File: src/gcr_pkg.sv
package gcr_pkg;

  localparam logic [1:0] REQ_LOAD   = 2'd0;
  localparam logic [1:0] REQ_WIDE   = 2'd1;
  localparam logic [1:0] REQ_NARROW = 2'd2;

  localparam logic [1:0] CFG_WIDE_BASE   = 2'd0;
  localparam logic [1:0] CFG_NARROW_BASE = 2'd1;
  localparam logic [1:0] CFG_WIDE_ADV    = 2'd2;

  localparam logic [7:0] ADV_RESET = 8'd14;

  localparam logic [7:0]  LEAD_MIN   = 8'h81;
  localparam logic [7:0]  LEAD_MAX   = 8'hFE;
  localparam logic [7:0]  TRAIL_MIN  = 8'h40;
  localparam logic [7:0]  TRAIL_MAX  = 8'hFE;
  localparam logic [15:0] NARROW_MIN = 16'd33;
  localparam logic [15:0] NARROW_MAX = 16'd127;

  localparam logic [3:0] WIDE_LAST_WORD   = 4'd8;
  localparam logic [3:0] NARROW_LAST_WORD = 4'd15;
  localparam logic [3:0] WIDE_LAST_COL    = 4'd11;
  localparam logic [3:0] NARROW_KEEP_COL  = 4'd3;
  localparam logic [1:0] WIDE_PH_LAST     = 2'd2;

  localparam int BASE_W = 18;
  localparam int VAL_W  = 19;
  localparam int IDX_W  = 15;

  typedef struct packed {
    logic start;
    logic err;
    logic wide;
  } job_t;

  typedef struct packed {
    logic pend_free;
    logic stop;
  } ctl_t;

endpackage

File: src/gcr_seq.sv
module gcr_seq #(
  parameter int STORE_WORDS = 262144,
  localparam int AW = $clog2(STORE_WORDS)
) (
  input  logic                clk,
  input  logic                rst,
  input  logic                start,
  input  logic [1:0]          req_type,
  input  logic [15:0]         char_code,
  input  logic [17:0]         load_address,
  input  logic [15:0]         load_word,
  input  logic [17:0]         wide_base,
  input  logic [17:0]         narrow_base,
  input  gcr_pkg::ctl_t       ctl,
  output gcr_pkg::job_t       job,
  output logic                mem_we,
  output logic [AW-1:0]       mem_waddr,
  output logic [15:0]         mem_wdata,
  output logic                mem_re,
  output logic [AW-1:0]       mem_raddr,
  output logic                busy
);
  import gcr_pkg::*;

  localparam int RED_STEPS = (VAL_W > AW) ? VAL_W - AW + 1 : 1;
  localparam int RW = ((VAL_W > AW) ? VAL_W : AW) + 1;
  localparam int SW = $clog2(RED_STEPS + 1);
  localparam logic [RW-1:0] TERM0 = RW'(STORE_WORDS) << (RED_STEPS - 1);
  localparam logic [SW-1:0] STEP_LAST = SW'(RED_STEPS - 1);
  localparam logic [AW-1:0] ADDR_LAST = AW'(STORE_WORDS - 1);

  localparam logic [2:0] S_IDLE  = 3'd0;
  localparam logic [2:0] S_CALC  = 3'd1;
  localparam logic [2:0] S_RED   = 3'd2;
  localparam logic [2:0] S_STORE = 3'd3;
  localparam logic [2:0] S_RUN   = 3'd4;

  logic [2:0]       state;
  logic [1:0]       mode;
  logic [IDX_W-1:0] idx;
  logic [RW-1:0]    val;
  logic [RW-1:0]    term;
  logic [SW-1:0]    step;
  logic [AW-1:0]    addr;
  logic [3:0]       rd_cnt;
  logic [15:0]      wdata;

  logic [7:0]       lead;
  logic [7:0]       trail;
  logic [6:0]       lead_off;
  logic [7:0]       trail_off;
  logic [IDX_W-1:0] wide_idx;
  logic [IDX_W-1:0] narrow_idx;
  logic             wide_err;
  logic             narrow_err;
  logic [RW-1:0]    val_red;
  logic [AW-1:0]    addr_next;
  logic             mode_wide;

  always_comb begin
    lead       = char_code[15:8];
    trail      = char_code[7:0];
    lead_off   = 7'(lead - LEAD_MIN);
    trail_off  = trail - TRAIL_MIN;
    // idx = lead_off * 191 + trail_off
    wide_idx   = IDX_W'({lead_off, 8'h00}) - IDX_W'({lead_off, 6'h00}) - IDX_W'(lead_off)
               + IDX_W'(trail_off);
    narrow_idx = IDX_W'(char_code[7:0] - NARROW_MIN[7:0]);
    wide_err   = (lead < LEAD_MIN) || (lead > LEAD_MAX) ||
                 (trail < TRAIL_MIN) || (trail > TRAIL_MAX);
    narrow_err = (char_code < NARROW_MIN) || (char_code > NARROW_MAX);
    job.start  = start && ((req_type == REQ_WIDE) || (req_type == REQ_NARROW));
    job.wide   = req_type == REQ_WIDE;
    job.err    = (req_type == REQ_WIDE) ? wide_err : narrow_err;
    val_red    = (val >= term) ? val - term : val;
    addr_next  = (addr == ADDR_LAST) ? '0 : addr + AW'(1);
    mode_wide  = mode == REQ_WIDE;
  end

  assign mem_re    = (state == S_RUN) && ctl.pend_free && !ctl.stop;
  assign mem_raddr = addr;
  assign mem_we    = state == S_STORE;
  assign mem_waddr = addr;
  assign mem_wdata = wdata;
  assign busy      = state != S_IDLE;

  always_ff @(posedge clk) begin
    if (rst) begin
      state <= S_IDLE;
    end else begin
      case (state)
        S_IDLE: begin
          if (start) begin
            if (req_type == REQ_LOAD) begin
              state <= S_RED;
            end else if (job.start && !job.err) begin
              state <= S_CALC;
            end
          end
        end
        S_CALC: begin
          state <= S_RED;
        end
        S_RED: begin
          if (step == STEP_LAST) begin
            state <= (mode == REQ_LOAD) ? S_STORE : S_RUN;
          end
        end
        S_STORE: begin
          state <= S_IDLE;
        end
        S_RUN: begin
          if (ctl.stop) begin
            state <= S_IDLE;
          end else if (mem_re &&
                       rd_cnt == (mode_wide ? WIDE_LAST_WORD : NARROW_LAST_WORD)) begin
            state <= S_IDLE;
          end
        end
        default: begin
          state <= S_IDLE;
        end
      endcase
    end

    case (state)
      S_IDLE: begin
        mode  <= req_type;
        idx   <= (req_type == REQ_WIDE) ? wide_idx : narrow_idx;
        val   <= RW'(load_address);
        wdata <= load_word;
        term  <= TERM0;
        step  <= '0;
      end
      S_CALC: begin
        if (mode_wide) begin
          val <= RW'(wide_base) + RW'({idx, 3'b000}) + RW'(idx);
        end else begin
          val <= RW'(narrow_base) + RW'({idx, 4'h0});
        end
      end
      S_RED: begin
        val  <= val_red;
        term <= term >> 1;
        step <= step + SW'(1);
        if (step == STEP_LAST) begin
          addr   <= val_red[AW-1:0];
          rd_cnt <= '0;
        end
      end
      S_RUN: begin
        if (mem_re) begin
          addr   <= addr_next;
          rd_cnt <= rd_cnt + 4'd1;
        end
      end
      default: begin
      end
    endcase
  end

endmodule

File: config.mk
export PLATFORM = sky130hd
export DESIGN_NAME = gcr_seq
export DESIGN_NICKNAME = d
export VERILOG_FILES = /design/src/gcr_pkg.sv /design/src/gcr_seq.sv
export SDC_FILE = /design/constraint.sdc
export NUM_CORES = 1
export LEC_CHECK = 0
export ABC_AREA = 1
export BUFFER_PORTS_ARGS = -buffer_cell sky130_fd_sc_hd__buf_4
export CELL_PAD_IN_SITES_DETAIL_PLACEMENT = 0
export CELL_PAD_IN_SITES_GLOBAL_PLACEMENT = 1
export CORE_UTILIZATION = 23
export CTS_BUF_LIST = sky130_fd_sc_hd__clkbuf_4 sky130_fd_sc_hd__clkbuf_8
export DETAILED_ROUTE_END_ITERATION = 10
export PLACE_DENSITY = 0.52
export SETUP_SLACK_MARGIN = 0.2
export SYNTH_ARGS = -nofsm -noshare
export SYNTH_HDL_FRONTEND = slang
export SYNTH_SLANG_ARGS = --single-unit
File: constraint.sdc
create_clock -name clk -period 3.37 [get_ports clk]
set_input_delay 0.337 -clock clk [delete_from_list [all_inputs] [get_ports clk]]
set_output_delay 0.337 -clock clk [all_outputs]
set_load 0.01 [all_outputs]
### Yosys cells after proc, flatten, opt, wreduce, memory -nomap -nowiden

Cells that the tools add are included.

* memory bits (writable): 0
* bits in read-only memories: 0
* output and inout port bits: 58
* memories: 0
* input port bits: 93
* word-level logic and storage cells: 91
* bits in registers: 100
* bits in latches: 0

* mux-type cells: 23
* shift operators: 0
* $add $sub $neg: 13
* reduce and logical (&&, ||, !) cells: 22
* $lt $le $gt $ge: 7
* multipliers: 0
* divide/modulo/power cells: 0
* eq/ne operators: 16
* bitwise gates (word level): 0

Operator list (number)
* $pmux 20 s3: 1
* $mux 18: 3
* $mux 20: 2
* $pmux 20 s2: 1
* $pmux 18 s2: 1
* $mux 3: 8
* $add 18x19->20: 1
* $add 19x15->20: 1
* $ge 20x20->1: 1
* $sub 20x20->20: 1
* $add 18x18->19: 1
* $add 18x1->18 const B: 1
* $eq 18x18->1 const B: 1
* $gt 16x7->1 const B: 1
* $gt 8x8->1 const B: 2
* $lt 16x6->1 const B: 1
* $add 15x8->15: 1
* $mux 15: 1
* $sub 15x13->15: 1
* $sub 15x7->15: 1
* $pmux 3 s4: 1
* $sub 8x6->9 const B: 1
* $lt 8x7->1 const B: 1
* $lt 8x8->1 const B: 1
* other kinds (27): 46

### Logic depth before layout (Yosys ltp)

* depth in word-level cells: 11
* depth in mapped cells: 19
* mapped depth without buffers: 19

### Worst setup path after synthesis

OpenSTA, ideal clock, no wires.

* path kind: reg2reg
* start point: register state[2]
* end point: register addr[0], in the netlist mem_raddr[0], enable pin
* required time: 2.962 ns
* data arrival time: 3.101 ns
* setup time: 0.408 ns
* cell stages (with the launch flop): 5
* buffers on the path: 1
* slack: -0.139 ns
* clock period less this slack: 3.509 ns
* cell sequence: dfxtp_1 > nor2_1 > nand2_2 > clkbuf_1 > a21oi_1

* cells in the longest elaborated chain, start to end: 5
* elaborated cells between the ends (all ways): 8
* classes of those cells: eq/ne (4); reduce/logical (4)

RTL lines
* from (decl): RTL line gcr_seq.sv:38 `logic [2:0] state;`
* from (signal assigned): RTL line gcr_seq.sv:106 `state <= (mode == REQ_LOAD) ? S_STORE : S_RUN;`
* $eq 3x3->1: RTL line gcr_seq.sv:80, gcr_seq.sv:126
* $logic_and 1x1->1 (2 in a row): RTL line gcr_seq.sv:80 `assign mem_re = (state == S_RUN) && ctl.pend_free && !ctl.stop;`
* $ne 2x2->1 (no line)
* $reduce_and 3->1 (no line) (*)
* to (signal assigned): RTL line gcr_seq.sv:147 `addr <= val_red[AW-1:0];`
* to (signal assigned): RTL line gcr_seq.sv:153 `addr <= addr_next;`
* to (decl): RTL line gcr_seq.sv:44 `logic [AW-1:0] addr;`

Mark *: on every way between the ends. The rest lies on a longest branch, timed or not.
A chain may end at the register's enable or synchronous reset.

### Worst setup path after layout

* start point: register idx[1]
* end point: register val[13], data pin

* cells in the longest elaborated chain, start to end: 4
* elaborated cells between the ends (all ways): 5
* classes of those cells: add/sub (3); mux (2)

RTL lines
* from (decl): RTL line gcr_seq.sv:40 `logic [IDX_W-1:0] idx;`
* from (signal assigned): RTL line gcr_seq.sv:129 `idx <= (req_type == REQ_WIDE) ? wide_idx : narrow_idx;`
* $add 18x18->19: RTL line gcr_seq.sv:137 `val <= RW'(wide_base) + RW'({idx, 3'b000}) + RW'(idx);`
* $add 19x15->20: RTL line gcr_seq.sv:137
* $mux 20 (*): RTL line gcr_seq.sv:136 `if (mode_wide) begin`
* $pmux 20 s3 (*): RTL line gcr_seq.sv:126 `case (state)`
* to (signal assigned): RTL line gcr_seq.sv:130 `val <= RW'(load_address);`
* to (signal assigned): RTL line gcr_seq.sv:137
* to (signal assigned): RTL line gcr_seq.sv:139 `val <= RW'(narrow_base) + RW'({idx, 4'h0});`
* to (decl): RTL line gcr_seq.sv:41 `logic [RW-1:0] val;`

Marks and branches as above.

==> impl_results.md <==
* Outcome: finished, final reports clean
* Reg2Reg Depth at 13
* Total CTS buffers at 9
* DR pass1 iterations at 5
* Placed cell count at 2118
* Iteration-0 DRC Markers at 458
* Hold Vio Cnt, Final at 0
* Synth cell types at 46
* CTS tree: yes
* Fin nets at 1752
* Ys async rst share at 0%
* Die Span X at 210.6 um
* IO Port Bufs at 150
* Global-route wire length before repair at 53.81 mm
* Worst-Margin Slew at 790.8 ps
* Tot Pwr at 11.67 mW
* ANT nets after route at 0
* Slowest CP cell: edfxtp_1
* Met3 Use GR at 3.003%
* Layout cell share with drive strength beyond 1 at 13.79%
* Largest net degree at the start of global routing at 36
* Fin. max-slew vios at 0
* Root Driver: clkbuf_8
* Initial antenna violation count at 3
* Mean Syn Cell Area at 7.136 sq um
* Mapped Cells at 1403
* Critical path class: reg2reg
* Delay-heaviest family, CP: adder cells
* Fin Setup TNS at 0 ps
* Area leader, netlist: edfxtp_1
* Core area at 0.04298 sq mm
* Flop-to-flop setup slack at 450 ps
* Main combinational cell family by area after synthesis: simple AND/OR/NAND/NOR gates
* Vias at 9273
* Clk_lat worst skew at 420 ps
* Post-CTS resize count at 0
* Synth top area share at 29.09%
* Number of enable flip-flop cells after synthesis at 97
* P_leak at 5.854 nW
* Slew margin rel. at 47.22%
* Hold Path Class: in2reg
* Setup crit start kind: flip-flop
* Post-Place Worst Slack at 48.70 ps
* Synth top area cells: edfxtp_1, nand2_1, ha_1
* Final setup fails at 0
* Post-synthesis adder-cell area fraction at 15.27%
* DRC Markers at 0
* Met2 usage at 26.41%
* Clock sink count at 100
* Required @ worst endpoint at 3560 ps
* Power per cell area at 973.4 mW/mm^2
* Worst reg2reg startpoint: idx[1]$_DFFE_PP_
* Worst path bufs/invs at 0
* GPL Wtd Cong at 0.8292
* Post-layout util at 27.89%
* Hold wc startpoint: load_word[7]
* Upper clock frequency limit at 342.0 MHz
* CTS clock-pin slew for the worst setup and hold paths at 110 ps
* Critical path endpoint category: flip-flop
* Clk buf depth at 2
* Maximum vdd drop at 282.9 uV
* DP HPWL at 29.01 mm
* Hold EP: mem_wdata[7]$_DFFE_PP_
* Vias/cell at 4.337
* Sequential fraction of the synthesis area at 29.69%
* Cell Area, Synth at 0.01001 sq mm
* Top Usage Layer GRT: met2
* Initial core utilization at 23.29%
* Xor/xnor share of the synthesized area at 3.499%
* P&R area growth vs syn at 19.72%
* Slowest stage delay, CP at 560 ps
* Max FO, Critical Path at 4
* Clk_skew at 11.05 ps
* Hold buffer count at CTS at 0
* Ys flop type: edfxtp_1
* Maxcap violations at 0
* Final Non-Filler Cells at 2138
* Crit path top cell by count: nand2_1
* Die Height at 210.6 um
* Final setup margin at 446.3 ps
* Worst Hold Depth at 1
* Drt total wl at 34.80 mm
* Count leader, synth: nand2_1
* Post-synthesis simple-gate area fraction at 30.63%
* Synth warnings at 0
* Min Tclk post-route at 2924 ps
* Crit share post-route at 86.76%
* Total gr overflow at 0
* Avg WL per Cell at 16.28 um
* R2R Path End: val[13]$_DFFE_PP_
* Post-synthesis compound-gate area fraction at 9.798%
* Vias in the first global route at 9311
* Crit-path cells: ha_1 > ha_1 > fa_1 > nand3_1 > nand3_1 > nand2_1 > nand2_1 > nand2_1 > nand3_1 > a21oi_1 > nor2_1 > nor2_1 > nand2_1
* Commonest cells post-synth: nand2_1, inv_1, nor2_1
* Seq cells post-synth at 100
* Mapped Nets at 1608
* Die area at 0.04437 sq mm
* H-tree depth at 3
* Total track usage at 16.13%
* Met1 Track Usage GR at 21.63%
* Rows at 76
* Post-synthesis mux area share at 0%
* # IOs at 151
* RSZ-0062 raised after global routing: no
* CP Data Arrival Time at 3110 ps
==> through the flow <==
stage | area, sq um | hold WS, ps
2_1_floorplan | 10020 | 406.1
4_1_cts | 11960 | 39.75
5_1_grt | 11980 | 40.87
6_report | 11990 | 86.12
3_5_place_dp | 11770 | 516.3
3_3_place_gp | 11770 | 515.0
==> where the power goes <==
group / total [mW] / internal (mW) / leakage (nW) / switching [mW]
Sequential: 2.56 / 2.14 / 1.02 / 0.420
Combinational: 8.28 / 2.90 / 4.74 / 5.38
Clock: 0.831 / 0.340 / 0.0943 / 0.491
==> layer usage <==
| metal | wire [um] | up-vias |
|---|---|---|
| li1 | - | 4849 |
| met1 | 16870 | 4207 |
| met2 | 15690 | 187 |
| met3 | 1618 | 26 |
| met4 | 612 | 4 |
| met5 | 18 | - |
==> cell families (layout without fill, tap and decap cells) <==
| kind of cell | after synthesis | in the layout |
|---|---|---|
| compound gates | 177 | 177 |
| xor+xnor | 40 | 40 |
| fa+ha+maj | 112 | 112 |
| buf+inv | 271 | 420 |
| flops | 100 | 100 |
| other cells | 0 | 1 |
| simple gates | 703 | 703 |
==> cell usage in the layout (no fill, tap or decap), types with 15 or more instances in the layout <==
cell type / count
fa_1: 17
nand4_1: 19
edfxtp_1: 97
nor3_1: 15
buf_4: 170
inv_1: 229
o21ai_1: 17
xnor2_1: 27
nand2_1: 376
o21bai_1: 15
o21ai_0: 45
nand3_1: 118
ha_1: 95
a21oi_1: 75
nor2_1: 131
==> state kept, by name, summed over array words and instances, names as in the netlist <==
register	cells
mode	2
mem_raddr	18
step	2
idx	15
rd_cnt	4
term	20
state	3
mem_wdata	16
val	20
==> worst max path at each step <==
stage	startpoint	endpoint	slack, ps	cells after the start
final	idx[1]$_DFFE_PP_	val[13]$_DFFE_PP_	450	13
after detailed placement	char_code[9]	idx[11]$_DFFE_PP_	50	17
after CTS	idx[1]$_DFFE_PP_	val[13]$_DFFE_PP_	350	14
after global routing	idx[3]$_DFFE_PP_	val[14]$_DFFE_PP_	230	14
after global placement	char_code[9]	idx[11]$_DFFE_PP_	80	17
after floorplan	state[2]$_SDFFE_PP0P_	state[1]$_SDFFE_PP0P_	310	6
==> what timing repair did <==
action	CTS	global route
setup endpoints to repair	0	3
buffers inserted	0	3
hold endpoints to repair	0	0
==> cell type report <==
| type | count | area (sq um) |
|---|---|---|
| Multi-Input combinational cell | 1032 | 5933 |
| Clock buffer | 9 | 123.9 |
| Sequential cell | 100 | 2973 |
| Antenna cell | 1 | 2.502 |
| Clock inverter | 7 | 67.56 |
| Inverter | 234 | 878.3 |
| Timing Repair Buffer | 170 | 1276 |
| Tap cell | 585 | 732.0 |
| Fill cell | 4836 | 30990 |
Power figures use the tool's default switching activity.
