==> src/gcr_pkg.sv <==
package gcr_pkg;

  localparam logic [1:0] REQ_LOAD   = 2'd0;
  localparam logic [1:0] REQ_WIDE   = 2'd1;
  localparam logic [1:0] REQ_NARROW = 2'd2;

  localparam logic [1:0] CFG_WIDE_BASE   = 2'd0;
  localparam logic [1:0] CFG_NARROW_BASE = 2'd1;
  localparam logic [1:0] CFG_WIDE_ADV    = 2'd2;

  localparam logic [7:0] ADV_RESET = 8'd14;

  localparam logic [7:0]  LEAD_MIN   = 8'h81;
  localparam logic [7:0]  LEAD_MAX   = 8'hFE;
  localparam logic [7:0]  TRAIL_MIN  = 8'h40;
  localparam logic [7:0]  TRAIL_MAX  = 8'hFE;
  localparam logic [15:0] NARROW_MIN = 16'd33;
  localparam logic [15:0] NARROW_MAX = 16'd127;

  localparam logic [3:0] WIDE_LAST_WORD   = 4'd8;
  localparam logic [3:0] NARROW_LAST_WORD = 4'd15;
  localparam logic [3:0] WIDE_LAST_COL    = 4'd11;
  localparam logic [3:0] NARROW_KEEP_COL  = 4'd3;
  localparam logic [1:0] WIDE_PH_LAST     = 2'd2;

  localparam int BASE_W = 18;
  localparam int VAL_W  = 19;
  localparam int IDX_W  = 15;

  typedef struct packed {
    logic start;
    logic err;
    logic wide;
  } job_t;

  typedef struct packed {
    logic pend_free;
    logic stop;
  } ctl_t;

endpackage

==> src/gcr_unpack.sv <==
module gcr_unpack (
  input  logic            clk,
  input  logic            rst,
  input  gcr_pkg::job_t   job,
  input  logic            mem_re,
  input  logic [15:0]     rdata,
  input  logic [11:0]     origin_x,
  input  logic [11:0]     origin_y,
  input  logic [31:0]     ink_color,
  input  logic [7:0]      wide_advance,
  input  logic            out_ready,
  output logic            out_valid,
  output logic [12:0]     column_x,
  output logic [11:0]     top_y,
  output logic [15:0]     column_bits,
  output logic [31:0]     pixel_color,
  output logic [7:0]      advance,
  output logic            last_column,
  output logic            code_error,
  output gcr_pkg::ctl_t   ctl,
  output logic            busy
);
  import gcr_pkg::*;

  logic        wide;
  logic        pend;
  logic        extra;
  logic [11:0] extra_bits;
  logic [15:0] prev;
  logic [1:0]  ph;
  logic [3:0]  col;
  logic        h_valid;
  logic        h_err;
  logic [3:0]  h_col;
  logic [15:0] h_bits;
  logic [11:0] ox;
  logic [11:0] oy;
  logic [31:0] color;

  logic        o_free;
  logic        rd_zero;
  logic        narrow_last;
  logic        h_known;
  logic        h_last;
  logic        h_move;
  logic        drop;
  logic        from_pend;
  logic        h_take;
  logic [15:0] pend_bits;

  always_comb begin
    o_free      = !out_valid || out_ready;
    rd_zero     = rdata == 16'h0000;
    // narrow column is final once the next word is seen (or it is column 15)
    narrow_last = (h_col == NARROW_LAST_WORD) ||
                  (pend && rd_zero && (h_col >= NARROW_KEEP_COL));
    h_known     = h_err || wide || pend || (h_col == NARROW_LAST_WORD);
    h_last      = h_err || (wide ? (h_col == WIDE_LAST_COL) : narrow_last);
    h_move      = h_valid && h_known && o_free;
    drop        = h_move && !h_err && !wide && pend && rd_zero &&
                  (h_col >= NARROW_KEEP_COL);
    from_pend   = !extra && pend && !drop;
    h_take      = (extra || from_pend) && (!h_valid || h_move);
    ctl.pend_free = !pend || drop || (h_take && !extra);
    ctl.stop      = drop;

    if (extra) begin
      pend_bits = {extra_bits, 4'h0};
    end else if (wide) begin
      case (ph)
        2'd0:    pend_bits = {rdata[15:4], 4'h0};
        2'd1:    pend_bits = {prev[3:0], rdata[15:8], 4'h0};
        2'd2:    pend_bits = {prev[7:0], rdata[15:12], 4'h0};
        default: pend_bits = 16'h0000;
      endcase
    end else begin
      pend_bits = rdata;
    end
  end

  assign busy = pend || extra || h_valid;

  always_ff @(posedge clk) begin
    if (rst) begin
      pend      <= 1'b0;
      extra     <= 1'b0;
      h_valid   <= 1'b0;
      out_valid <= 1'b0;
    end else begin
      pend <= mem_re || (pend && !ctl.pend_free);
      if (h_take && extra) begin
        extra <= 1'b0;
      end else if (h_take && wide && (ph == WIDE_PH_LAST)) begin
        extra <= 1'b1;
      end
      if (job.start && job.err) begin
        h_valid <= 1'b1;
      end else if (h_take) begin
        h_valid <= 1'b1;
      end else if (h_move) begin
        h_valid <= 1'b0;
      end
      if (h_move) begin
        out_valid <= 1'b1;
      end else if (out_ready) begin
        out_valid <= 1'b0;
      end
    end

    if (job.start) begin
      wide  <= job.wide;
      col   <= '0;
      ph    <= '0;
      ox    <= origin_x;
      oy    <= origin_y;
      color <= ink_color;
      if (job.err) begin
        h_err  <= 1'b1;
        h_col  <= '0;
        h_bits <= '0;
      end
    end else if (h_take) begin
      h_err  <= 1'b0;
      h_col  <= col;
      h_bits <= pend_bits;
      col    <= col + 4'd1;
      if (!extra) begin
        prev <= rdata;
        if (wide) begin
          ph <= (ph == WIDE_PH_LAST) ? 2'd0 : ph + 2'd1;
          if (ph == WIDE_PH_LAST) begin
            extra_bits <= rdata[11:0];
          end
        end
      end
    end

    if (h_move) begin
      column_x    <= h_err ? 13'd0 : 13'(ox) + 13'(h_col);
      top_y       <= h_err ? 12'd0 : oy;
      column_bits <= h_bits;
      pixel_color <= h_err ? 32'd0 : color;
      advance     <= h_err ? 8'd0 : (wide ? wide_advance : {1'b0, wide_advance[7:1]});
      last_column <= h_last;
      code_error  <= h_err;
    end
  end

endmodule

==> config.mk <==
export PLATFORM = sky130hd
export DESIGN_NAME = gcr_unpack
export DESIGN_NICKNAME = d
export VERILOG_FILES = /design/src/gcr_pkg.sv /design/src/gcr_unpack.sv
export SDC_FILE = /design/constraint.sdc
export NUM_CORES = 1
export LEC_CHECK = 0
export BUFFER_PORTS_ARGS = -buffer_cell sky130_fd_sc_hd__buf_4
export CORE_MARGIN = 5
export CORE_UTILIZATION = 25
export DETAILED_ROUTE_END_ITERATION = 16
export PLACE_DENSITY_LB_ADDON = 0.25
export SLEW_MARGIN = 20
export SYNTH_ARGS = -nofsm -noshare
export SYNTH_HDL_FRONTEND = slang
export SYNTH_SLANG_ARGS = --single-unit
==> constraint.sdc <==
create_clock -name clk -period 6.1 [get_ports clk]
set_clock_uncertainty 0.1 [all_clocks]
set_input_delay 1.525 -clock clk [delete_from_list [all_inputs] [get_ports clk]]
set_output_delay 1.525 -clock clk [all_outputs]
set_load 0.01 [all_outputs]
After elaboration in Yosys (flattened, before gate mapping)

Index checks and enable logic that the tools add are counted.

Output and inout bits: 87
Bits in registers: 191

$lt $le $gt $ge: 1
Mux-type cells: 20
Reductions and logical operators: 50
Equality and inequality tests: 5
$add $sub $neg: 3
Bitwise operators: 3

Operator list:

| operator            | number |
|---|---|
| $mux 16             | 5 |
| $pmux 16 s3         | 1 |
| $logic_and 1x1->1   | 18 |
| $logic_not 16->1    | 1 |
| $add 12x4->13       | 1 |
| $logic_or 1x1->1    | 13 |
| $mux 4              | 3 |
| $mux 1              | 9 |
| $eq 4x4->1 const B  | 2 |
| $logic_not 1->1     | 8 |
| $mux 7              | 1 |
| $reduce_and 3->1    | 2 |
| $reduce_and 5->1    | 1 |
| $add 4x1->4 const B | 1 |
| $ge 4x2->1 const B  | 1 |
| $reduce_bool 2->1   | 2 |
| $reduce_or 2->1     | 2 |
| $not 1->1           | 3 |
| $reduce_bool 3->1   | 1 |
| $add 2x1->2 const B | 1 |
| $eq 2x1->1 const B  | 1 |
| $eq 2x2->1 const B  | 1 |
| $logic_not 2->1     | 1 |
| $mux 2              | 1 |
| 2 further kinds     | 2 |

Longest topological paths before layout

Gate-level depths: netlist of the first run.

Depth after elaboration: 19
Gate-level depth with buffers: 8
Mapped depth without buffers: 8

Worst setup path before layout of the first run

OpenSTA, ideal clock, no wires.

Path kind: input port to flip-flop
Start: in out_ready
End: reg advance[0], enable pin
Required time: 5.475 ns
Data arrival time: 5.065 ns
Slack: 0.410 ns
Setup time: 0.525 ns
Stages: 2
Cell sequence: nor2b_1 > nor2_1

Cells in the longest elaborated chain, start to end: 2

Ends and longest elaborated chain:

| element              | RTL line          | source |
|---|---|---|
| from (decl)          | gcr_unpack.sv:11  | `input logic out_ready,` |
| $logic_or 1x1->1     | gcr_unpack.sv:52  | `o_free = !out_valid \|\| out_ready;` |
| $logic_and 1x1->1    | gcr_unpack.sv:59  | `h_move = h_valid && h_known && o_free;` |
| named net h_move     | gcr_unpack.sv:45  | `logic h_move;` |
| to (signal assigned) | gcr_unpack.sv:143 | `advance <= h_err ? 8'd0 : (wide ? wide_advance : {1'b0, wide_advance[7:1]});` |
| to (decl)            | gcr_unpack.sv:17  | `output logic [7:0] advance,` |

The timed path passes the listed nets, and every way through them passes these cells.
A chain may end at the register's enable or synchronous reset.

==> results of run 1 <==
-- through the flow --
step	setup WS [ns]	hold WS (ns)	std cells	total power, mW
CTS	1.43	0.322	1069	3.05
detailed placement	1.43	0.306	1037	1.85
floorplan	0.410	0.300	492	1.70
global route	1.33	0.333	1069	3.13
finish	1.44	0.322	1069	3.00
global placement	1.44	0.304	1037	1.85
-- power by group --
| group | leakage [nW] | internal (mW) | switching [mW] | total, mW |
|---|---|---|---|---|
| Clock | 0.300 | 0.661 | 0.523 | 1.18 |
| Combinational | 1.54 | 0.119 | 0.138 | 0.257 |
| Sequential | 1.81 | 1.53 | 0.0281 | 1.56 |
| Total | 3.66 | 2.31 | 0.689 | 3.00 |
-- worst max-delay path, stage by stage --
cell and delay (ns):
sky130_fd_sc_hd__buf_4 0.12, sky130_fd_sc_hd__nor4_2 0.39, sky130_fd_sc_hd__nand4_2 0.24, sky130_fd_sc_hd__o31a_1 0.38, sky130_fd_sc_hd__o21ai_0 0.18, sky130_fd_sc_hd__buf_4 0.19
-- cell usage in the layout (no fill, tap or decap), types with 3 or more instances in the layout --
cell type and n:
sky130_fd_sc_hd__clkbuf_16 17, sky130_fd_sc_hd__o21ai_0 11, sky130_fd_sc_hd__nand2b_1 6, sky130_fd_sc_hd__nor3_1 8
sky130_fd_sc_hd__dfxtp_1 10, sky130_fd_sc_hd__ha_1 5, sky130_fd_sc_hd__mux2i_1 11, sky130_fd_sc_hd__nand2_1 16
sky130_fd_sc_hd__bufinv_16 3, sky130_fd_sc_hd__edfxtp_1 181, sky130_fd_sc_hd__inv_1 8, sky130_fd_sc_hd__nor2_1 30
sky130_fd_sc_hd__nor4_2 4, sky130_fd_sc_hd__and3_1 3, sky130_fd_sc_hd__a2111oi_0 4, sky130_fd_sc_hd__o31ai_1 4
sky130_fd_sc_hd__a21oi_1 29, sky130_fd_sc_hd__a2bb2oi_1 4, sky130_fd_sc_hd__or3_1 3, sky130_fd_sc_hd__o221ai_1 4
sky130_fd_sc_hd__nand3_1 11, sky130_fd_sc_hd__and2_1 5, sky130_fd_sc_hd__nor2b_1 65, sky130_fd_sc_hd__or4_1 4
sky130_fd_sc_hd__xor2_1 3, sky130_fd_sc_hd__and3b_1 3, sky130_fd_sc_hd__o211ai_1 4, sky130_fd_sc_hd__clkinv_4 3
sky130_fd_sc_hd__buf_4 179, sky130_fd_sc_hd__inv_6 5
-- final cells by class --
class / count / area (sq um) / area share
Inverter: 10 / 37.5 / 0.00380
Clock buffer: 17 / 425 / 0.0431
Multi-Input combinational cell: 267 / 1740 / 0.176
Sequential cell: 191 / 5640 / 0.571
Clock inverter: 15 / 203 / 0.0205
Tap cell: 390 / 488 / 0.0494
Timing Repair Buffer: 179 / 1340 / 0.136
-- sequential cells by signal, summed over array words and instances, names as in the netlist, 2 cells and up --
signal	count
advance	8
col	4
color	32
column_bits	16
column_x	13
extra_bits	12
h_bits	16
h_col	4
ox	12
oy	12
ph	2
pixel_color	32
prev	8
top_y	12
-- layer usage --
layer,GRT usage,part of all wire,vias to the layer above
li1,-,-,2187
met2,0.179,0.49,130
met4,0.0387,0.020,0
met1,0.138,0.44,2238
met5,0,0,-
met3,0.0276,0.056,19
-- logic make-up (layout without fill, tap and decap cells) --
family | after synthesis | in the layout | share of synthesized area
buffers and inverters | 34 | 221 | 0.0182
AND/OR/NAND/NOR | 167 | 167 | 0.128
adder cells (fa/ha/maj) | 6 | 6 | 0.0110
multiplexers | 13 | 13 | 0.0177
AO/OA/AOI/OAI | 76 | 76 | 0.0668
XOR/XNOR | 5 | 5 | 0.00585
flip-flops | 191 | 191 | 0.752
-- final timing paths --
path	end	slack, ns	cells past startpoint
worst max-delay path	ctl[1]	1.44	6
worst min-delay path	column_bits[14]$_DFFE_PP_	0.32	0
worst max register to register	h_bits[3]$_SDFFCE_PP0P_	3.52	6
worst min register to register	column_bits[14]$_DFFE_PP_	0.32	0
==> flow_summary.yaml, run 1 <==
grt:
  grt_max_degree: 76
  number_of_antenna_violations_at_the_first_check_in_global_routing: 0
  track_usage: 0.108
  globalRoute.totalOverflow: 0
  global_route_wire_length_before_repair_microns: 27700
  number_of_global_route_vias_before_repair: 4733
placement:
  detailedPlacementHpwl_microns: 12600
  routabilityCongestion: 0.756
  numPortBuffers: 173
  place_area_sq_mm: 0.00924
final_layout:
  final_nets: 759
  filler_cell_count: 2953
  final_util: 0.333
  post_route_standard_cell_area_excluding_fillers_sq_mm: 0.00987
  insertedDiodeCount: 0
  area_growth_syn_to_layout_pct: 31.8
  final_layout_size_suffix_gt1_frac: 0.330
clock_tree:
  cts_resized: 0
  clock_tree.root_cell: "sky130_fd_sc_hd__clkbuf_16"
  post-cts-setup-buffers: 0
  tritoncts: "built"
  clock_sink_count: 191
  clkLatencyLatePin_ns: 0.44
  cts_buffer_depth: 2
  clk_pin_slew_worst_paths_ns: 0.07
  numCtsBuffers: 17
  cts.hold.buffers_added: 0
  cts_max_level: 4
synth:
  ys.warnings.count: 0
  yosysMostFrequentCell: "sky130_fd_sc_hd__edfxtp_1"
  mappedNetlistArea_sq_mm: 0.00749
  synth_top_cell_area_share: 0.725
  yosysUniqueCellTypes: 49
  yosys_register_bits: 191
  largest_cells_by_area_after_synthesis: "sky130_fd_sc_hd__edfxtp_1 (73%), sky130_fd_sc_hd__nor2b_1 (5.4%), sky130_fd_sc_hd__dfxtp_1 (2.7%)"
  synth-main-ff-cell: "sky130_fd_sc_hd__edfxtp_1"
  post-synth-top-area-cell: "sky130_fd_sc_hd__edfxtp_1"
  synth.top_cells.by_count: "sky130_fd_sc_hd__edfxtp_1 (181), sky130_fd_sc_hd__nor2b_1 (65), sky130_fd_sc_hd__nor2_1 (31)"
  synth.net_count: 585
  synthesis.instances: 492
  async_flop_share: 0
  synth_edf_count: 181
  avg_cell_area_syn_sq_um: 15.2
  synth_seq_area_share: 0.752
sta:
  timing.max_slew.rel_slack: 0.314
  setup_total_negative_slack_ns: 0
  finalHoldViolCount: 0
  layout_min_cycle_time_ns: 4.66
  slew_at_the_pin_with_the_worst_max_slew_slack_ns: 1.03
  slew_violations: 0
  post-route-period-util: 0.763
  clock.fmax_mhz: 215
  finalSetupViolations: 0
  grt_setup_unrepaired: "false"
die:
  design.die.area_sq_mm: 0.0335
  start_util: 0.253
  coreArea_sq_mm: 0.0296
  placementRows: 63
  die_h_microns: 183
  io_pins: 174
  die_w_microns: 183
setup_path:
  timing_worst_setup_path_type: "in -> out"
  crit_path_max_fanout: 7
  critical_path.startpoint_type: "primary input"
  critPathCaptureType: "output pin"
  crit_path_start: "rdata[2]"
  reg2reg_from: "wide$_DFFE_PP_"
  worst-endpoint-required_ns: 4.47
  critPathArrivalTime_ns: 3.03
pwr:
  cellLeakagePower_nw: 3.66
  vdd.ir_drop.worst_v: 0.000184
  power.density_mw_per_mm2: 304
run_status:
  status: "completed"
route:
  average_wire_per_cell_in_the_routed_design_microns: 16.9
  route.antenna.remaining_nets: 0
  drt-pass1-iter-count: 4
  drc: 0
  routed_wirelength_microns: 18100
  vias: 4574
  detailedRoute.firstIterationViolations: 276
  via_per_inst: 4.28
worst_hold_path:
  worstHoldStart: "h_bits[14]$_SDFFCE_PP0P_"
  worstHoldPathType: "reg -> reg"
job:
  maxCapViolCount: 0
(Power assumes the default switching activity.)
==> inputs of run 2 (changes only) <==
--- a/config.mk
+++ b/config.mk
@@ -5,6 +5,7 @@
 export SDC_FILE = /design/constraint.sdc
 export NUM_CORES = 1
 export LEC_CHECK = 0
+export ABC_AREA = 1
 export BUFFER_PORTS_ARGS = -buffer_cell sky130_fd_sc_hd__buf_4
 export CORE_MARGIN = 5
 export CORE_UTILIZATION = 25
==> constraint.sdc (replaced) <==
create_clock -name clk -period 4.7 [get_ports clk]
set_clock_uncertainty 0.1 [all_clocks]
set_input_delay 1.175 -clock clk [delete_from_list [all_inputs] [get_ports clk]]
set_output_delay 1.175 -clock clk [all_outputs]
set_load 0.01 [all_outputs]
==> run 2 against run 1 <==
Effect of this change:
- synthesized area shrank 0.38%
- largest cell class unchanged
- critical endpoint unchanged
- clock-buffer cell count is the same
- global-route usage is essentially flat
- utilization is essentially flat
- worst setup slack lost 0.37 ns
- via count grew 1.7%
- sequential share of layout area grew 0.17 points
- register-to-register slack lost 1.5 ns
- non-clock buffer count shrank 1
==> flow_summary.yaml, run 2 <==
grt:
  global_route_wire_length_before_repair_microns: 27300
  globalRoute.totalOverflow: 0
  number_of_global_route_vias_before_repair: 4568
  track_usage: 0.108
  number_of_antenna_violations_at_the_first_check_in_global_routing: 1
  grt_max_degree: 84
synth:
  async_flop_share: 0
  synth-main-ff-cell: "sky130_fd_sc_hd__edfxtp_1"
  mappedNetlistArea_sq_mm: 0.00746
  synthesis.instances: 578
  synth.net_count: 671
  yosysUniqueCellTypes: 40
  synth_top_cell_area_share: 0.728
  synth_seq_area_share: 0.755
  avg_cell_area_syn_sq_um: 12.9
  largest_cells_by_area_after_synthesis: "sky130_fd_sc_hd__edfxtp_1 (73%), sky130_fd_sc_hd__inv_1 (4.9%), sky130_fd_sc_hd__nor2_1 (4.5%)"
  yosys_register_bits: 191
  ys.warnings.count: 0
  yosysMostFrequentCell: "sky130_fd_sc_hd__edfxtp_1"
  synth_edf_count: 181
  post-synth-top-area-cell: "sky130_fd_sc_hd__edfxtp_1"
  synth.top_cells.by_count: "sky130_fd_sc_hd__edfxtp_1 (181), sky130_fd_sc_hd__inv_1 (97), sky130_fd_sc_hd__nor2_1 (89)"
sta:
  slew_violations: 0
  grt_setup_unrepaired: "false"
  post-route-period-util: 0.771
  finalHoldViolCount: 0
  layout_min_cycle_time_ns: 3.63
  setup_total_negative_slack_ns: 0
  timing.max_slew.rel_slack: 0.464
  slew_at_the_pin_with_the_worst_max_slew_slack_ns: 0.804
  finalSetupViolations: 0
  clock.fmax_mhz: 276
pwr:
  cellLeakagePower_nw: 4.00
  power.density_mw_per_mm2: 399
  vdd.ir_drop.worst_v: 0.000254
route:
  vias: 4652
  via_per_inst: 4.00
  detailedRoute.firstIterationViolations: 243
  drc: 0
  drt-pass1-iter-count: 4
  route.antenna.remaining_nets: 0
  routed_wirelength_microns: 18100
  average_wire_per_cell_in_the_routed_design_microns: 15.6
setup_path:
  timing_worst_setup_path_type: "in -> out"
  r2r.worst_path.cells: 9
  reg2reg_from: "wide$_DFFE_PP_"
  critPathArrivalTime_ns: 2.35
  setup.reg_to_reg.worst_slack_ns: 2.05
  critical_path.startpoint_type: "primary input"
  worstReg2RegEnd: "prev[5]$_DFFE_PP_"
  worst-endpoint-required_ns: 3.42
  critPathCaptureType: "output pin"
  crit_path_max_fanout: 4
final_layout:
  commonest_cells_after_routing_fill_and_taps_aside: "sky130_fd_sc_hd__edfxtp_1 (181), sky130_fd_sc_hd__buf_4 (177), sky130_fd_sc_hd__inv_1 (96)"
  reg.largest.list: "color x32, pixel_color x32"
  multiInputGateArea_sq_mm: 0.00138
  final_nets: 854
  area_growth_syn_to_layout_pct: 31.9
  insertedDiodeCount: 0
  final_layout_size_suffix_gt1_frac: 0.301
  final_common_cell: "sky130_fd_sc_hd__edfxtp_1"
  filler_cell_count: 2973
  post_layout_nonfiller_instances: 1164
  seq_area_sq_mm: 0.00564
clock_tree:
  cts_resized: 0
  cts_buffer_depth: 2
  numCtsBuffers: 17
  clkLatencyLatePin_ns: 0.43
  clock_sink_count: 191
  clk_pin_slew_worst_paths_ns: 0.07
  cts.hold.buffers_added: 0
  tritoncts: "built"
  post-cts-setup-buffers: 0
  cts_max_level: 4
  clock_tree.root_cell: "sky130_fd_sc_hd__clkbuf_16"
die:
  design.die.area_sq_mm: 0.0334
  die_w_microns: 183
  coreArea_sq_mm: 0.0296
  io_pins: 174
  placementRows: 63
  start_util: 0.252
  die_h_microns: 183
worst_hold_path:
  worst_case_hold_path_end_point: "column_bits[0]$_DFFE_PP_"
  min_delay_path_depth: 0
  worstHoldPathType: "reg -> reg"
  worstHoldStart: "h_bits[0]$_SDFFCE_PP0P_"
placement:
  detailedPlacementHpwl_microns: 13300
  dp_cells: 1132
  numPortBuffers: 173
  routabilityCongestion: 0.786
job:
  maxCapViolCount: 0
run_status:
  status: "completed"
-- run 2: cells by family (layout without fill, tap and decap cells) --
family | Yosys count | count (layout) | share of synthesized area
buffers and inverters | 117 | 313 | 0.0605
adders and majority gates | 6 | 6 | 0.0111
DFF | 191 | 191 | 0.755
AOI/OAI and AO/OA | 93 | 93 | 0.0714
and+or+nand+nor | 168 | 168 | 0.0984
xor gates and xnor gates | 3 | 3 | 0.00352
-- run 2: per-stage QoR --
stage               cell area (sq um)  hold slack (ns)  utilization  setup WS (ns)  power (mW)
global placement                 9240            0.302        0.312           1.05        2.50
floorplan                        7460            0.300            -           1.12        2.27
CTS                              9840            0.316        0.333           1.05        3.99
global route                     9840            0.328        0.333          0.945        4.11
finish                           9840            0.316        0.333           1.07        3.93
detailed placement               9240            0.305        0.312           1.06        2.50
-- run 2: per-layer routing --
layer | vias to the layer above | share of wire | track usage
met5 | - | 0.0011 | 0
met3 | 25 | 0.050 | 0.0230
met4 | 2 | 0.027 | 0.0465
met1 | 2170 | 0.43 | 0.138
li1 | 2339 | - | -
met2 | 116 | 0.49 | 0.178
-- run 2: worst max-delay path by stage --
stage          slack (ns)  startpoint                        to  cells after the start
2_1_floorplan        1.12   out_ready  advance[0]$_SDFFCE_PP0P_                      4
3_3_place_gp         1.05    rdata[9]                    ctl[1]                      9
3_5_place_dp         1.06    rdata[9]                    ctl[1]                      9
4_1_cts              1.05    rdata[9]                    ctl[1]                      9
5_1_grt              0.95    rdata[7]                    ctl[1]                      9
6_report             1.07    rdata[9]                    ctl[1]                      9
-- run 2: final cells by class --
type,count,share of cell area
repair buffers,178,0.136
flip-flops and latches,191,0.573
clock buffers,17,0.0432
well taps,390,0.0496
clock inverters,15,0.0182
multi-input cells,270,0.140
inverters,103,0.0402
-- run 2: power by group --
group | total (mW) | internal, mW | switching (mW)
Clock | 1.48 | 0.804 | 0.672
Sequential | 2.05 | 2.01 | 0.0429
Combinational | 0.400 | 0.168 | 0.233
Total | 3.93 | 2.98 | 0.947
-- run 2: critical path, stage by stage --
cell                      delay (ns)
sky130_fd_sc_hd__buf_4          0.12
sky130_fd_sc_hd__nor2_1         0.13
sky130_fd_sc_hd__nand2_1        0.07
sky130_fd_sc_hd__nor2_1         0.15
sky130_fd_sc_hd__nand3_1        0.18
sky130_fd_sc_hd__nor2_2         0.22
sky130_fd_sc_hd__nor2_4         0.06
sky130_fd_sc_hd__nand2_1        0.10
sky130_fd_sc_hd__buf_4          0.13
==> inputs of run 3 (changes only) <==
==> constraint.sdc (replaced) <==
create_clock -name clk -period 3.26 [get_ports clk]
set_clock_uncertainty 0.1 [all_clocks]
set_input_delay 0.815 -clock clk [delete_from_list [all_inputs] [get_ports clk]]
set_output_delay 0.815 -clock clk [all_outputs]
set_load 0.01 [all_outputs]
==> run 3 against run 2 <==
Effect of this change:
- non-clock buffer count rose by 5
- hold slack improved by 0.00092 ns
- worst setup slack lost 0.75 ns
- combinational power is 50% higher
- sequential power increased by 44%
- utilization grew 0.12 points
- critical path type unchanged
- die area is the same
==> flow_summary.yaml, run 3 (synthesis results as in run 2) <==
grt:
  grt_use_met2: 0.183
  track_usage: 0.109
  met1_grt_util: 0.138
  globalRoute.totalOverflow: 0
  number_of_global_route_vias_before_repair: 4679
  number_of_antenna_violations_at_the_first_check_in_global_routing: 0
  grt_max_degree: 52
  most_crowded_layer_gr: "met2"
  global_route_wire_length_before_repair_microns: 27600
  grt_use_met3: 0.0226
final_layout:
  seq_area_sq_mm: 0.00564
  area_growth_syn_to_layout_pct: 32.4
  post_layout_nonfiller_instances: 1169
  final_layout_size_suffix_gt1_frac: 0.307
  commonest_cells_after_routing_fill_and_taps_aside: "sky130_fd_sc_hd__edfxtp_1 (181), sky130_fd_sc_hd__buf_4 (181), sky130_fd_sc_hd__inv_1 (96)"
  multiInputGateArea_sq_mm: 0.00139
  final_nets: 859
  insertedDiodeCount: 0
  reg.largest.list: "color x32, pixel_color x32"
  filler_cell_count: 2963
setup_path:
  critPathArrivalTime_ns: 2.02
  slowest_delay_ns: 0.24
  critical_path.startpoint_type: "primary input"
  timing_worst_setup_path_type: "in -> out"
  critical_path.slowest_cell: "sky130_fd_sc_hd__nor2_2"
  worst-endpoint-required_ns: 2.34
  sequence_of_cells_on_the_critical_path: "buf_4 > nor2_1 > nand2_1 > nor2_1 > nand3_1 > nor2_2 > nor2_4 > nand2_1 > buf_4"
  critPathCaptureType: "output pin"
  crit_path_max_fanout: 4
clock_tree:
  cts.hold.buffers_added: 0
  clk_pin_slew_worst_paths_ns: 0.07
  cts_max_level: 4
  cts_resized: 0
  post-cts-setup-buffers: 0
  cts_buffer_depth: 2
  tritoncts: "built"
  clock_tree.root_cell: "sky130_fd_sc_hd__clkbuf_16"
  clock_sink_count: 191
  numCtsBuffers: 17
  clkLatencyLatePin_ns: 0.42
die:
  start_util: 0.252
  die_w_microns: 183
  die_h_microns: 183
  placementRows: 63
  io_pins: 174
  coreArea_sq_mm: 0.0296
  design.die.area_sq_mm: 0.0334
route:
  drt-pass1-iter-count: 4
  drc: 0
  via_per_inst: 4.06
  route.antenna.remaining_nets: 0
  average_wire_per_cell_in_the_routed_design_microns: 15.7
  detailedRoute.firstIterationViolations: 188
  vias: 4743
  routed_wirelength_microns: 18400
sta:
  setup_total_negative_slack_ns: 0
  slew_at_the_pin_with_the_worst_max_slew_slack_ns: 0.724
  layout_min_cycle_time_ns: 2.94
  finalHoldViolCount: 0
  timing.max_slew.rel_slack: 0.516
  clock.fmax_mhz: 341
  post-route-period-util: 0.901
  finalSetupViolations: 0
  slew_violations: 0
  grt_setup_unrepaired: "false"
pwr:
  cellLeakagePower_nw: 4.01
  power.density_mw_per_mm2: 565
  vdd.ir_drop.worst_v: 0.000319
placement:
  routabilityCongestion: 0.802
  numPortBuffers: 173
  detailedPlacementHpwl_microns: 13700
  dp_cells: 1137
worst_hold_path:
  worstHoldPathType: "reg -> reg"
job:
  maxCapViolCount: 0
run_status:
  status: "completed"
[run 3: changes by cell type in the layout (fill, tap and decap cells not counted), sizes merged]
cell / delta
bufinv: -2
buf: +5
inv: +4
clkinv: -3
clkinvlp: +1
[run 3: worst max-delay path: cells and delay by family]
| kind | cells | cell delay [ns] |
|---|---|---|
| buffers and inverters | 2 | 0.25 |
| and+or+nand+nor | 7 | 0.96 |
[run 3: final cells by class]
type                    count  area share
flip-flops and latches    191       0.570
repair buffers            183       0.142
multi-input cells         270       0.141
well taps                 390      0.0494
clock buffers              17      0.0431
inverters                 103      0.0400
clock inverters            15      0.0148
[run 3: power by group]
part	internal, mW	switching (mW)
Sequential	2.89	0.0571
Combinational	0.254	0.346
Clock	1.02	1.01
[run 3: path summary, 6_finish.rpt]
| path | start | end | slack, ns | cells past startpoint |
|---|---|---|---|---|
| max | rdata[7] | ctl[1] | 0.32 | 9 |
| min | h_bits[0]$_SDFFCE_PP0P_ | column_bits[0]$_DFFE_PP_ | 0.32 | 0 |
| max reg2reg | h_col[0]$_SDFFCE_PP0P_ | column_x[10]$_SDFFCE_PP0P_ | 1.00 | 9 |
| min reg2reg | h_bits[0]$_SDFFCE_PP0P_ | column_bits[0]$_DFFE_PP_ | 0.32 | 0 |
[run 3: stage by stage]
stage	setup WS (ns)	util	hold WS [ns]	power (mW)	area (sq um)
final	0.324	0.334	0.317	5.59	9880
after global routing	0.197	0.334	0.322	5.84	9880
after CTS	0.302	0.334	0.319	5.67	9870
after detailed placement	0.308	0.315	0.305	3.62	9300
after global placement	0.300	0.315	0.303	3.61	9300
after floorplan	0.0433	-	0.300	3.27	7460
[run 3: metal layers]
metal / up-vias / wire (microns)
li1: 2345 / -
met5: - / 0
met1: 2248 / 8010
met2: 128 / 9070
met4: 0 / 502
met3: 22 / 812
